**src/rtl/tsq_pkg.sv**
```systemverilog
// Shared constants, types and register codes of the touch sample qualifier.
package tsq_pkg;

    localparam int SAMPLES_PER_READ = 5;
    localparam int TRIM_COUNT       = 1;
    localparam int SAMPLE_BITS      = 12;

    // The trim is reduced so that at least one sample is always averaged.
    localparam int TRIM_EFF = (2 * TRIM_COUNT >= SAMPLES_PER_READ) ?
                              (SAMPLES_PER_READ - 1) / 2 : TRIM_COUNT;
    localparam int KEEP     = SAMPLES_PER_READ - 2 * TRIM_EFF;
    localparam int KEEP_LOG = $clog2(KEEP);
    localparam int SUM_W    = SAMPLE_BITS + KEEP_LOG;
    localparam int POS_W    = $clog2(SAMPLES_PER_READ);
    localparam int RANK_W   = $clog2(SAMPLES_PER_READ);

    // Reciprocal of KEEP, exact for every sum below 2**SUM_W.
    localparam int     RECIP_SHIFT = SUM_W + KEEP_LOG;
    localparam int     RECIP_W     = SUM_W + 1;
    localparam longint RECIP_L     = ((longint'(1) <<< RECIP_SHIFT) + longint'(KEEP) - 1)
                                     / longint'(KEEP);
    localparam logic [RECIP_W-1:0] RECIP = RECIP_W'(RECIP_L);

    localparam int GRP_W = 2;
    localparam logic [GRP_W-1:0] GRP_X0 = 2'd0;
    localparam logic [GRP_W-1:0] GRP_Y0 = 2'd1;
    localparam logic [GRP_W-1:0] GRP_X1 = 2'd2;
    localparam logic [GRP_W-1:0] GRP_Y1 = 2'd3;

    localparam logic OP_PEN_UP = 1'b0;
    localparam logic OP_SAMPLE = 1'b1;

    localparam logic EV_TICK = 1'b0;
    localparam logic EV_MEAN = 1'b1;

    localparam int Q_DEPTH = 4;
    localparam int Q_PTR_W = 2;

    localparam int ADDR_W = 5;
    localparam logic [2:0] REG_X_GAIN   = 3'd0;
    localparam logic [2:0] REG_Y_GAIN   = 3'd1;
    localparam logic [2:0] REG_X_OFFSET = 3'd2;
    localparam logic [2:0] REG_Y_OFFSET = 3'd3;
    localparam logic [2:0] REG_AGREE    = 3'd4;

    localparam logic signed [15:0] X_GAIN_RST   = -16'sd1460;
    localparam logic signed [15:0] Y_GAIN_RST   = -16'sd1116;
    localparam logic signed [15:0] X_OFFSET_RST = 16'sd340;
    localparam logic signed [15:0] Y_OFFSET_RST = 16'sd260;
    localparam logic [11:0]        AGREE_RST    = 12'd50;

    localparam logic [15:0] NO_TOUCH = 16'hffff;

    typedef struct packed {
        logic                   kind;
        logic [GRP_W-1:0]       grp;
        logic [SAMPLE_BITS-1:0] mean;
    } t_event;

    typedef struct packed {
        logic signed [15:0] x_gain;
        logic signed [15:0] y_gain;
        logic signed [15:0] x_offset;
        logic signed [15:0] y_offset;
        logic [11:0]        agree_range;
    } t_cfg;

endpackage

```
**src/rtl/tsq_if.sv**
```systemverilog
// Valid/ready channel interfaces for input items and result items.
interface tsq_in_if import tsq_pkg::*; ();
    logic                   valid;
    logic                   ready;
    logic                   opcode;
    logic [SAMPLE_BITS-1:0] sample;

    modport source (output valid, opcode, sample, input ready);
    modport sink (input valid, opcode, sample, output ready);
endinterface

interface tsq_out_if import tsq_pkg::*; ();
    logic        valid;
    logic        ready;
    logic [15:0] x_position;
    logic [15:0] y_position;
    logic [15:0] start_x;
    logic [15:0] start_y;
    logic        pen_down;
    logic        reading_valid;

    modport source (output valid, x_position, y_position, start_x, start_y, pen_down,
                    reading_valid, input ready);
    modport sink (input valid, x_position, y_position, start_x, start_y, pen_down,
                  reading_valid, output ready);
endinterface

```
**src/rtl/touch_sample_qualifier_top.sv**
```systemverilog
// Top level of the touch sample qualifier: register port and the three parts.
//
// The block takes one item per clock cycle without pause as long as results are taken.
// A pen-up tick, or the sample that ends a scan, yields its result once it has passed
// three front stages (group store, trim and sum, reciprocal multiply), one queue slot
// and the output register. Other samples yield no result. The four-entry queue lets
// the front keep taking samples while a result waits at the output; input ready drops
// only once the queue is full behind a stalled output. Registers sit at byte addresses
// 0, 4, 8, 12 and 16 (x_gain, y_gain, x_offset, y_offset, agree_range); the user must
// write them only while no item is in flight, and the block does not enforce this.
module touch_sample_qualifier_top import tsq_pkg::*; (
    input  logic              i_clk,
    input  logic              i_rst_n,
    tsq_in_if.sink            i_in,
    tsq_out_if.source         o_out,
    input  logic              psel,
    input  logic              penable,
    input  logic              pwrite,
    input  logic [ADDR_W-1:0] paddr,
    input  logic [31:0]       pwdata,
    output logic [31:0]       prdata,
    output logic              pready
);

    t_cfg       r_cfg;
    logic       cfg_wr;
    logic [2:0] reg_idx;

    logic       ev_valid, ev_ready, q_valid, q_ready;
    t_event     ev, q_ev;

    assign pready  = 1'b1;
    assign cfg_wr  = psel && penable && pwrite;
    assign reg_idx = paddr[ADDR_W-1:2];

    always_ff @(posedge i_clk) begin
        if (!i_rst_n) begin
            r_cfg.x_gain      <= X_GAIN_RST;
            r_cfg.y_gain      <= Y_GAIN_RST;
            r_cfg.x_offset    <= X_OFFSET_RST;
            r_cfg.y_offset    <= Y_OFFSET_RST;
            r_cfg.agree_range <= AGREE_RST;
        end else if (cfg_wr) begin
            case (reg_idx)
                REG_X_GAIN:   r_cfg.x_gain      <= pwdata[15:0];
                REG_Y_GAIN:   r_cfg.y_gain      <= pwdata[15:0];
                REG_X_OFFSET: r_cfg.x_offset    <= pwdata[15:0];
                REG_Y_OFFSET: r_cfg.y_offset    <= pwdata[15:0];
                REG_AGREE:    r_cfg.agree_range <= pwdata[11:0];
                default: ;
            endcase
        end
    end

    always_comb begin
        case (reg_idx)
            REG_X_GAIN:   prdata = {16'd0, r_cfg.x_gain};
            REG_Y_GAIN:   prdata = {16'd0, r_cfg.y_gain};
            REG_X_OFFSET: prdata = {16'd0, r_cfg.x_offset};
            REG_Y_OFFSET: prdata = {16'd0, r_cfg.y_offset};
            REG_AGREE:    prdata = {20'd0, r_cfg.agree_range};
            default:      prdata = 32'd0;
        endcase
    end

    tsq_front u_front (
        .i_clk      (i_clk),
        .i_rst_n    (i_rst_n),
        .i_in       (i_in),
        .o_ev_valid (ev_valid),
        .o_ev       (ev),
        .i_ev_ready (ev_ready)
    );

    tsq_queue u_queue (
        .i_clk        (i_clk),
        .i_rst_n      (i_rst_n),
        .i_push_valid (ev_valid),
        .o_push_ready (ev_ready),
        .i_push_ev    (ev),
        .o_pop_valid  (q_valid),
        .i_pop_ready  (q_ready),
        .o_pop_ev     (q_ev)
    );

    tsq_back u_back (
        .i_clk      (i_clk),
        .i_rst_n    (i_rst_n),
        .i_cfg      (r_cfg),
        .i_ev_valid (q_valid),
        .o_ev_ready (q_ready),
        .i_ev       (q_ev),
        .o_out      (o_out)
    );

endmodule

```
**src/rtl/tsq_front.sv**
```systemverilog
// Front end: takes items, fills the sample group and computes trimmed means.
module tsq_front import tsq_pkg::*; (
    input  logic   i_clk,
    input  logic   i_rst_n,
    tsq_in_if.sink i_in,
    output logic   o_ev_valid,
    output t_event o_ev,
    input  logic   i_ev_ready
);

    localparam int PROD_W = SUM_W + RECIP_W;

    logic [SAMPLE_BITS-1:0] r_store [SAMPLES_PER_READ];
    logic [POS_W-1:0]       r_pos;
    logic [GRP_W-1:0]       r_grp;

    logic                   r_s1_v, r_s1_kind;
    logic [GRP_W-1:0]       r_s1_grp;
    logic                   r_s2_v, r_s2_kind;
    logic [GRP_W-1:0]       r_s2_grp;
    logic [SUM_W-1:0]       r_s2_sum;
    logic                   r_s3_v, r_s3_kind;
    logic [GRP_W-1:0]       r_s3_grp;
    logic [SAMPLE_BITS-1:0] r_s3_mean;

    logic                   adv, accept, last, is_tick;
    logic [RANK_W-1:0]      rank [SAMPLES_PER_READ];
    logic [SUM_W-1:0]       kept_sum;
    logic [PROD_W-1:0]      prod;

    assign adv        = !r_s3_v || i_ev_ready;
    assign i_in.ready = adv;
    assign accept     = i_in.valid && adv;
    assign is_tick    = i_in.opcode == OP_PEN_UP;
    assign last       = r_pos == POS_W'(SAMPLES_PER_READ - 1);

    // Stable rank of each stored sample; the middle ranks are the kept ones.
    always_comb begin
        kept_sum = '0;
        for (int i = 0; i < SAMPLES_PER_READ; i++) begin
            rank[i] = '0;
            for (int j = 0; j < SAMPLES_PER_READ; j++) begin
                if (j != i && ((r_store[j] < r_store[i]) ||
                               (r_store[j] == r_store[i] && j < i))) begin
                    rank[i] = rank[i] + RANK_W'(1);
                end
            end
            if (int'(rank[i]) >= TRIM_EFF && int'(rank[i]) < SAMPLES_PER_READ - TRIM_EFF) begin
                kept_sum = kept_sum + SUM_W'(r_store[i]);
            end
        end
    end

    assign prod = PROD_W'(r_s2_sum) * PROD_W'(RECIP);

    always_ff @(posedge i_clk) begin
        if (accept && !is_tick) begin
            r_store[r_pos] <= i_in.sample;
        end
    end

    always_ff @(posedge i_clk) begin
        if (!i_rst_n) begin
            r_pos  <= '0;
            r_grp  <= GRP_X0;
            r_s1_v <= 1'b0;
            r_s2_v <= 1'b0;
            r_s3_v <= 1'b0;
        end else begin
            if (accept) begin
                if (is_tick) begin
                    r_pos <= '0;
                    r_grp <= GRP_X0;
                end else if (last) begin
                    r_pos <= '0;
                    r_grp <= r_grp + GRP_W'(1);
                end else begin
                    r_pos <= r_pos + POS_W'(1);
                end
            end
            if (adv) begin
                r_s1_v <= accept && (is_tick || last);
                r_s2_v <= r_s1_v;
                r_s3_v <= r_s2_v;
            end
        end
    end

    always_ff @(posedge i_clk) begin
        if (adv) begin
            r_s1_kind <= is_tick ? EV_TICK : EV_MEAN;
            r_s1_grp  <= r_grp;
            r_s2_kind <= r_s1_kind;
            r_s2_grp  <= r_s1_grp;
            r_s2_sum  <= kept_sum;
            r_s3_kind <= r_s2_kind;
            r_s3_grp  <= r_s2_grp;
            r_s3_mean <= prod[RECIP_SHIFT +: SAMPLE_BITS];
        end
    end

    assign o_ev_valid = r_s3_v;
    assign o_ev.kind  = r_s3_kind;
    assign o_ev.grp   = r_s3_grp;
    assign o_ev.mean  = r_s3_mean;

endmodule

```
**src/rtl/tsq_queue.sv**
```systemverilog
// Short queue of classified items between the front end and the back end.
module tsq_queue import tsq_pkg::*; (
    input  logic   i_clk,
    input  logic   i_rst_n,
    input  logic   i_push_valid,
    output logic   o_push_ready,
    input  t_event i_push_ev,
    output logic   o_pop_valid,
    input  logic   i_pop_ready,
    output t_event o_pop_ev
);

    t_event             r_mem [Q_DEPTH];
    logic [Q_PTR_W-1:0] r_wr, r_rd;
    logic [Q_PTR_W:0]   r_cnt;
    logic               push, pop;

    assign o_push_ready = r_cnt != (Q_PTR_W + 1)'(Q_DEPTH);
    assign o_pop_valid  = r_cnt != '0;
    assign push         = i_push_valid && o_push_ready;
    assign pop          = o_pop_valid && i_pop_ready;
    assign o_pop_ev     = r_mem[r_rd];

    always_ff @(posedge i_clk) begin
        if (push) begin
            r_mem[r_wr] <= i_push_ev;
        end
    end

    always_ff @(posedge i_clk) begin
        if (!i_rst_n) begin
            r_wr  <= '0;
            r_rd  <= '0;
            r_cnt <= '0;
        end else begin
            if (push) begin
                r_wr <= r_wr + Q_PTR_W'(1);
            end
            if (pop) begin
                r_rd <= r_rd + Q_PTR_W'(1);
            end
            if (push && !pop) begin
                r_cnt <= r_cnt + (Q_PTR_W + 1)'(1);
            end else if (pop && !push) begin
                r_cnt <= r_cnt - (Q_PTR_W + 1)'(1);
            end
        end
    end

endmodule

```
**src/rtl/tsq_back.sv**
```systemverilog
// Back end: keeps the readings and the touch state, qualifies, calibrates and emits.
module tsq_back import tsq_pkg::*; (
    input  logic       i_clk,
    input  logic       i_rst_n,
    input  t_cfg       i_cfg,
    input  logic       i_ev_valid,
    output logic       o_ev_ready,
    input  t_event     i_ev,
    tsq_out_if.source  o_out
);

    localparam int CAL_W = ((SAMPLE_BITS + 17) > 30 ? SAMPLE_BITS + 17 : 30) + 1;

    logic [SAMPLE_BITS-1:0] r_first_x, r_first_y, r_second_x;
    logic [SAMPLE_BITS-1:0] n_first_x, n_first_y, n_second_x;
    logic [15:0]            r_cur_x, r_cur_y, r_start_x, r_start_y;
    logic [15:0]            n_cur_x, n_cur_y, n_start_x, n_start_y;
    logic                   r_held, n_held;

    logic                   r_out_v, r_out_pen, r_out_rv;
    logic [15:0]            r_out_x, r_out_y, r_out_sx, r_out_sy;

    logic                   out_free, take, emits, is_tick, is_scan_end;
    logic                   agree_x, agree_y, scan_ok;
    logic [SAMPLE_BITS:0]   sum_x, sum_y;
    logic [15:0]            cal_x, cal_y;

    function automatic logic [SAMPLE_BITS-1:0] abs_diff(input logic [SAMPLE_BITS-1:0] a,
                                                        input logic [SAMPLE_BITS-1:0] b);
        abs_diff = (a > b) ? a - b : b - a;
    endfunction

    // gain * raw / 2**14 + offset, computed as one sum and clamped to 16 bits.
    function automatic logic [15:0] calibrate(input logic [SAMPLE_BITS-1:0] raw,
                                              input logic signed [15:0] gain,
                                              input logic signed [15:0] offset);
        logic signed [CAL_W-1:0] acc;
        logic signed [CAL_W-1:0] q;
        acc = CAL_W'(gain) * $signed(CAL_W'(raw)) + (CAL_W'(offset) <<< 14);
        q   = acc >>> 14;
        if (acc < 0) begin
            calibrate = 16'd0;
        end else if (|q[CAL_W-1:16]) begin
            calibrate = 16'hffff;
        end else begin
            calibrate = q[15:0];
        end
    endfunction

    assign is_tick     = i_ev.kind == EV_TICK;
    assign is_scan_end = i_ev.kind == EV_MEAN && i_ev.grp == GRP_Y1;
    assign out_free    = !r_out_v || o_out.ready;
    assign o_ev_ready  = !(is_tick || is_scan_end) || out_free;
    assign take        = i_ev_valid && o_ev_ready;
    assign emits       = take && (is_tick || is_scan_end);

    assign agree_x = int'(abs_diff(r_first_x, r_second_x)) < int'(i_cfg.agree_range);
    assign agree_y = int'(abs_diff(r_first_y, i_ev.mean)) < int'(i_cfg.agree_range);
    assign scan_ok = agree_x && agree_y;

    assign sum_x = {1'b0, r_first_x} + {1'b0, r_second_x};
    assign sum_y = {1'b0, r_first_y} + {1'b0, i_ev.mean};
    assign cal_x = calibrate(sum_x[SAMPLE_BITS:1], i_cfg.x_gain, i_cfg.x_offset);
    assign cal_y = calibrate(sum_y[SAMPLE_BITS:1], i_cfg.y_gain, i_cfg.y_offset);

    always_comb begin
        n_first_x  = r_first_x;
        n_first_y  = r_first_y;
        n_second_x = r_second_x;
        n_cur_x    = r_cur_x;
        n_cur_y    = r_cur_y;
        n_start_x  = r_start_x;
        n_start_y  = r_start_y;
        n_held     = r_held;
        if (take) begin
            case (i_ev.kind)
                EV_TICK: begin
                    // A tick while held only ends the touch; otherwise it clears the position.
                    if (r_held) begin
                        n_held = 1'b0;
                    end else begin
                        n_start_x = 16'd0;
                        n_start_y = 16'd0;
                        n_cur_x   = NO_TOUCH;
                        n_cur_y   = NO_TOUCH;
                    end
                end
                EV_MEAN: begin
                    case (i_ev.grp)
                        GRP_X0: n_first_x  = i_ev.mean;
                        GRP_Y0: n_first_y  = i_ev.mean;
                        GRP_X1: n_second_x = i_ev.mean;
                        GRP_Y1: begin
                            if (scan_ok) begin
                                n_cur_x = cal_x;
                                n_cur_y = cal_y;
                            end
                            if (!r_held) begin
                                n_held    = 1'b1;
                                n_start_x = n_cur_x;
                                n_start_y = n_cur_y;
                            end
                        end
                        default: ;
                    endcase
                end
                default: ;
            endcase
        end
    end

    always_ff @(posedge i_clk) begin
        if (!i_rst_n) begin
            r_first_x  <= '0;
            r_first_y  <= '0;
            r_second_x <= '0;
            r_cur_x    <= '0;
            r_cur_y    <= '0;
            r_start_x  <= '0;
            r_start_y  <= '0;
            r_held     <= 1'b0;
            r_out_v    <= 1'b0;
        end else begin
            r_first_x  <= n_first_x;
            r_first_y  <= n_first_y;
            r_second_x <= n_second_x;
            r_cur_x    <= n_cur_x;
            r_cur_y    <= n_cur_y;
            r_start_x  <= n_start_x;
            r_start_y  <= n_start_y;
            r_held     <= n_held;
            if (emits) begin
                r_out_v <= 1'b1;
            end else if (o_out.ready) begin
                r_out_v <= 1'b0;
            end
        end
    end

    always_ff @(posedge i_clk) begin
        if (emits) begin
            r_out_x   <= n_cur_x;
            r_out_y   <= n_cur_y;
            r_out_sx  <= n_start_x;
            r_out_sy  <= n_start_y;
            r_out_pen <= n_held;
            r_out_rv  <= is_scan_end && scan_ok;
        end
    end

    assign o_out.valid         = r_out_v;
    assign o_out.x_position    = r_out_x;
    assign o_out.y_position    = r_out_y;
    assign o_out.start_x       = r_out_sx;
    assign o_out.start_y       = r_out_sy;
    assign o_out.pen_down      = r_out_pen;
    assign o_out.reading_valid = r_out_rv;

endmodule

```
**src/flat_wrapper.sv**
```systemverilog
// flat-port wrapper written by rule: the top's interface ports become plain ports
module touch_sample_qualifier_top_flat import tsq_pkg::*;
  (i_clk, i_rst_n, psel, penable, pwrite, paddr, pwdata, prdata, pready, i_in_valid, i_in_opcode, i_in_sample, i_in_ready, o_out_valid, o_out_x_position, o_out_y_position, o_out_start_x, o_out_start_y, o_out_pen_down, o_out_reading_valid, o_out_ready);
  tsq_in_if i_in_i ();
  tsq_out_if o_out_i ();
  input  logic i_clk;
  input  logic i_rst_n;
  input  logic psel;
  input  logic penable;
  input  logic pwrite;
  input  logic [ADDR_W-1:0] paddr;
  input  logic [31:0] pwdata;
  output logic [31:0] prdata;
  output logic pready;
  input wire logic [$bits(i_in_i.valid)-1:0] i_in_valid;
  input wire logic [$bits(i_in_i.opcode)-1:0] i_in_opcode;
  input wire logic [$bits(i_in_i.sample)-1:0] i_in_sample;
  output wire logic [$bits(i_in_i.ready)-1:0] i_in_ready;
  output wire logic [$bits(o_out_i.valid)-1:0] o_out_valid;
  output wire logic [$bits(o_out_i.x_position)-1:0] o_out_x_position;
  output wire logic [$bits(o_out_i.y_position)-1:0] o_out_y_position;
  output wire logic [$bits(o_out_i.start_x)-1:0] o_out_start_x;
  output wire logic [$bits(o_out_i.start_y)-1:0] o_out_start_y;
  output wire logic [$bits(o_out_i.pen_down)-1:0] o_out_pen_down;
  output wire logic [$bits(o_out_i.reading_valid)-1:0] o_out_reading_valid;
  input wire logic [$bits(o_out_i.ready)-1:0] o_out_ready;
  assign i_in_i.valid = i_in_valid;
  assign i_in_i.opcode = i_in_opcode;
  assign i_in_i.sample = i_in_sample;
  assign i_in_ready = i_in_i.ready;
  assign o_out_valid = o_out_i.valid;
  assign o_out_x_position = o_out_i.x_position;
  assign o_out_y_position = o_out_i.y_position;
  assign o_out_start_x = o_out_i.start_x;
  assign o_out_start_y = o_out_i.start_y;
  assign o_out_pen_down = o_out_i.pen_down;
  assign o_out_reading_valid = o_out_i.reading_valid;
  assign o_out_i.ready = o_out_ready;
  touch_sample_qualifier_top u_core (.i_clk(i_clk), .i_rst_n(i_rst_n), .i_in(i_in_i), .o_out(o_out_i), .psel(psel), .penable(penable), .pwrite(pwrite), .paddr(paddr), .pwdata(pwdata), .prdata(prdata), .pready(pready));
endmodule
```
**config.mk**
```make
export PLATFORM = sky130hd
export DESIGN_NAME = touch_sample_qualifier_top_flat
export DESIGN_NICKNAME = d
export VERILOG_FILES = /design/src/rtl/tsq_pkg.sv /design/src/rtl/tsq_if.sv /design/src/rtl/touch_sample_qualifier_top.sv /design/src/rtl/tsq_front.sv /design/src/rtl/tsq_queue.sv /design/src/rtl/tsq_back.sv /design/src/flat_wrapper.sv
export SDC_FILE = /design/constraint.sdc
export NUM_CORES = 2
export LEC_CHECK = 0
export ABC_AREA = 1
export BUFFER_PORTS_ARGS = -buffer_cell sky130_fd_sc_hd__buf_4
export CAP_MARGIN = 15
export CORE_AREA = 5 5 326 232
export DETAILED_ROUTE_END_ITERATION = 10
export DIE_AREA = 0 0 331 237
export PLACE_DENSITY = 0.79
export SETUP_SLACK_MARGIN = 0.4
export SLEW_MARGIN = 20
export SYNTH_ARGS = -nofsm -noshare
export SYNTH_HDL_FRONTEND = slang
export SYNTH_HIERARCHICAL = 1
export SYNTH_SLANG_ARGS = --single-unit
```
**constraint.sdc**
```tcl
create_clock -name i_clk -period 16.25 [get_ports i_clk]
set_input_delay 0.8125 -clock i_clk [delete_from_list [all_inputs] [get_ports i_clk]]
set_output_delay 0.8125 -clock i_clk [all_outputs]
set_load 0.03 [all_outputs]
```
==> flow_summary.yaml <==
clocking:
  clk_latency_ns: 0.63
  clockBufferDepth: 3
  cts-htree-levels: 2
  cts.sinks: 416
  cts_tree: "done"
  cts.clk_slew.worst_paths_ns: 0.07
  cts_root_buf: "clkbuf_16"
  postCtsSetupBuffers: 0
  postCtsHoldBufs: 0
  postCtsResizedCells: 0
  cts-buffers-inserted: 45
yosys:
  syn_inst: 5883
  synthDistinctLibCells: 64
  synthTopCellsByArea: "fa_1, edfxtp_1, ha_1"
  synth_area_um2: 46500
  yosysMostFrequentCell: "nand2_1"
  ys_ff_latch: 416
  yosysSeqAreaShare_pct: 22.7
  yosys_warnings: 6
  async_flop_share_pct: 0
  ys_top_cells_by_count: "nand2_1, inv_1, nor2_1"
  synth_top_area_share_pct: 19.9
  syn_area_per_cell_um2: 7.91
  synth_top_area_cell: "fa_1"
  ys.flop_type: "edfxtp_1"
  synth_edf_count: 221
route:
  wl_um: 131000
  viasPerCell: 5.70
  vias: 39516
  ant_nets: 0
  drt_iter0_markers: 4559
  drt_pre_antenna_iters: 8
  drc_errors: 0
  routedWlPerCell_um: 18.9
global_routing:
  grt_first_pass_wirelength_um: 207000
  grt_max_degree: 97
  antenna_found_initial: 0
  first_global_vias: 38270
  grt_overflow: 0
  groute.usage.overall_pct: 33.4
sta:
  rsz0062_at_grt: "false"
  setup_viol: 0
  fin_crit_ns: 10.57
  fin_setup_tns_ns: 0
  skew_ns: 0.0332
  worst_pin_slew_ns: 1.12
  relSlewSlack_pct: 24.9
  finalHoldViolations: 0
  fin_crit_sh_pct: 65.1
  slew_viol_final: 0
  fmax_mhz: 94.6
cells_and_area:
  finalNonFillerCells: 6932
  fin_util_pct: 68.5
  area_growth_pct: 6.55
  antenna_cells: 0
  drive_above_1_share_pct: 7.64
  nNetsFinal: 6952
  stdcell_area_um2: 49600
  fillCellCount: 5909
setup_path:
  start_kind: "register"
  setup.worst_path.class: "reg2reg"
  critical_path.endpoint_type: "register"
  required_ns: 16.61
  cp_common_cell: "nand2_1"
  max_stage_delay_ns: 0.78
  path_max_fanout: 31
  cp_slowest_cell: "o22ai_1"
  critPathArrivalTime_ns: 10.93
job:
  max_cap_viol_count: 0
run_status:
  status: "finished clean"
min_path:
  min_path_type: "in2reg"
  min_from: "i_in_sample[10]"
floorplan:
  start_util_pct: 64.3
  die-area_um2: 78400
  num_rows: 83
  die_height_um: 237
  io_pins: 158
  die_x_um: 331
  fp.coreArea_um2: 72400
placed_design:
  gp_congestion: 1.04
  dp.cells: 6848
  placed_area_um2: 48000
  hpwl_um: 105000
  port_buffers: 122
## per-layer routing
layer,part of all wire [%],track usage [%],wire length [um],up-vias
met2,42,49.0,54700,2063
met5,0.098,1.18,129,-
met4,3.0,9.20,4000,2
met1,43,49.4,56100,18791
li1,-,-,-,18430
met3,13,8.34,16400,230
## registers in the layout, indices dropped and copies added (netlist names), 14 cells and up, named ones only
register,cells
u_core/r_cfg,76
u_core/u_back/o_out.start_x,16
u_core/u_back/o_out.start_y,16
u_core/u_back/o_out.x_position,16
u_core/u_back/o_out.y_position,16
u_core/u_back/r_cur_x,16
u_core/u_back/r_cur_y,16
u_core/u_back/r_start_x,16
u_core/u_back/r_start_y,16
u_core/u_front/r_s2_sum,14
u_core/u_front/r_store,60
u_core/u_queue/r_mem,60
## critical path, delay by kind of cell (launching register included)
family / cells / cell delay (ns)
fa+ha+maj: 8 / 4.07
buf+inv: 8 / 1.75
simple gates: 16 / 1.88
flops: 1 / 0.30
compound gates: 8 / 2.31
## through the flow
stage                     hold WS (ns)  setup slack [ns]
final                            0.405              5.68
after global routing             0.394              5.11
after CTS                        0.380              5.85
after detailed placement         0.413              5.90
after global placement           0.403              6.06
after floorplan                  0.400              8.04
## layout by cell type (no fill, tap or decap), types with 45 or more instances in the layout
master / n
a21oi_1: 327
buf_4: 150
clkbuf_16: 45
dfxtp_1: 195
edfxtp_1: 221
fa_1: 463
ha_1: 514
inv_1: 1183
nand2_1: 1243
nand2_2: 47
nand3_1: 238
nand4_1: 60
nor2_1: 541
o21ai_0: 154
xor2_1: 61
## cell type report
type	count	area [um2]	share of cell area [%]
repair buffers	150	1130	2.27
well taps	977	1220	2.47
clock buffers	64	1320	2.66
flip-flops and latches	416	10500	21.3
multi-input cells	4100	30600	61.8
clock inverters	20	201	0.406
inverters	1205	4530	9.14
## kinds of logic (layout without fill, tap and decap cells)
kind of cell             Yosys count  in the layout  share of synthesized area (%)
multiplexers                       3              3                         0.0646
XOR/XNOR                          93             93                           1.77
other                              2             17                         0.0161
adder cells (fa/ha/maj)          977            977                           33.7
AO/OA/AOI/OAI                    693            693                           8.62
flip-flops                       416            416                           22.7
buffers and inverters           1382           1439                           11.7
AND/OR/NAND/NOR                 2317           2317                           21.4
## path summary, 6_finish.rpt
kind,endpoint,slack [ns],cells after the start
worst max register to register,u_core/u_back/o_out.start_y[10],5.68,40
worst min-delay path,u_core/u_front/r_store[1][10],0.40,1
worst max-delay path,u_core/u_back/o_out.start_y[10],5.68,40
worst min register to register,u_core/u_front/r_s3_kind,0.42,0
Power is not shown: default switching activity piles up to over one toggle a cycle in this logic, so the estimate is an artifact.
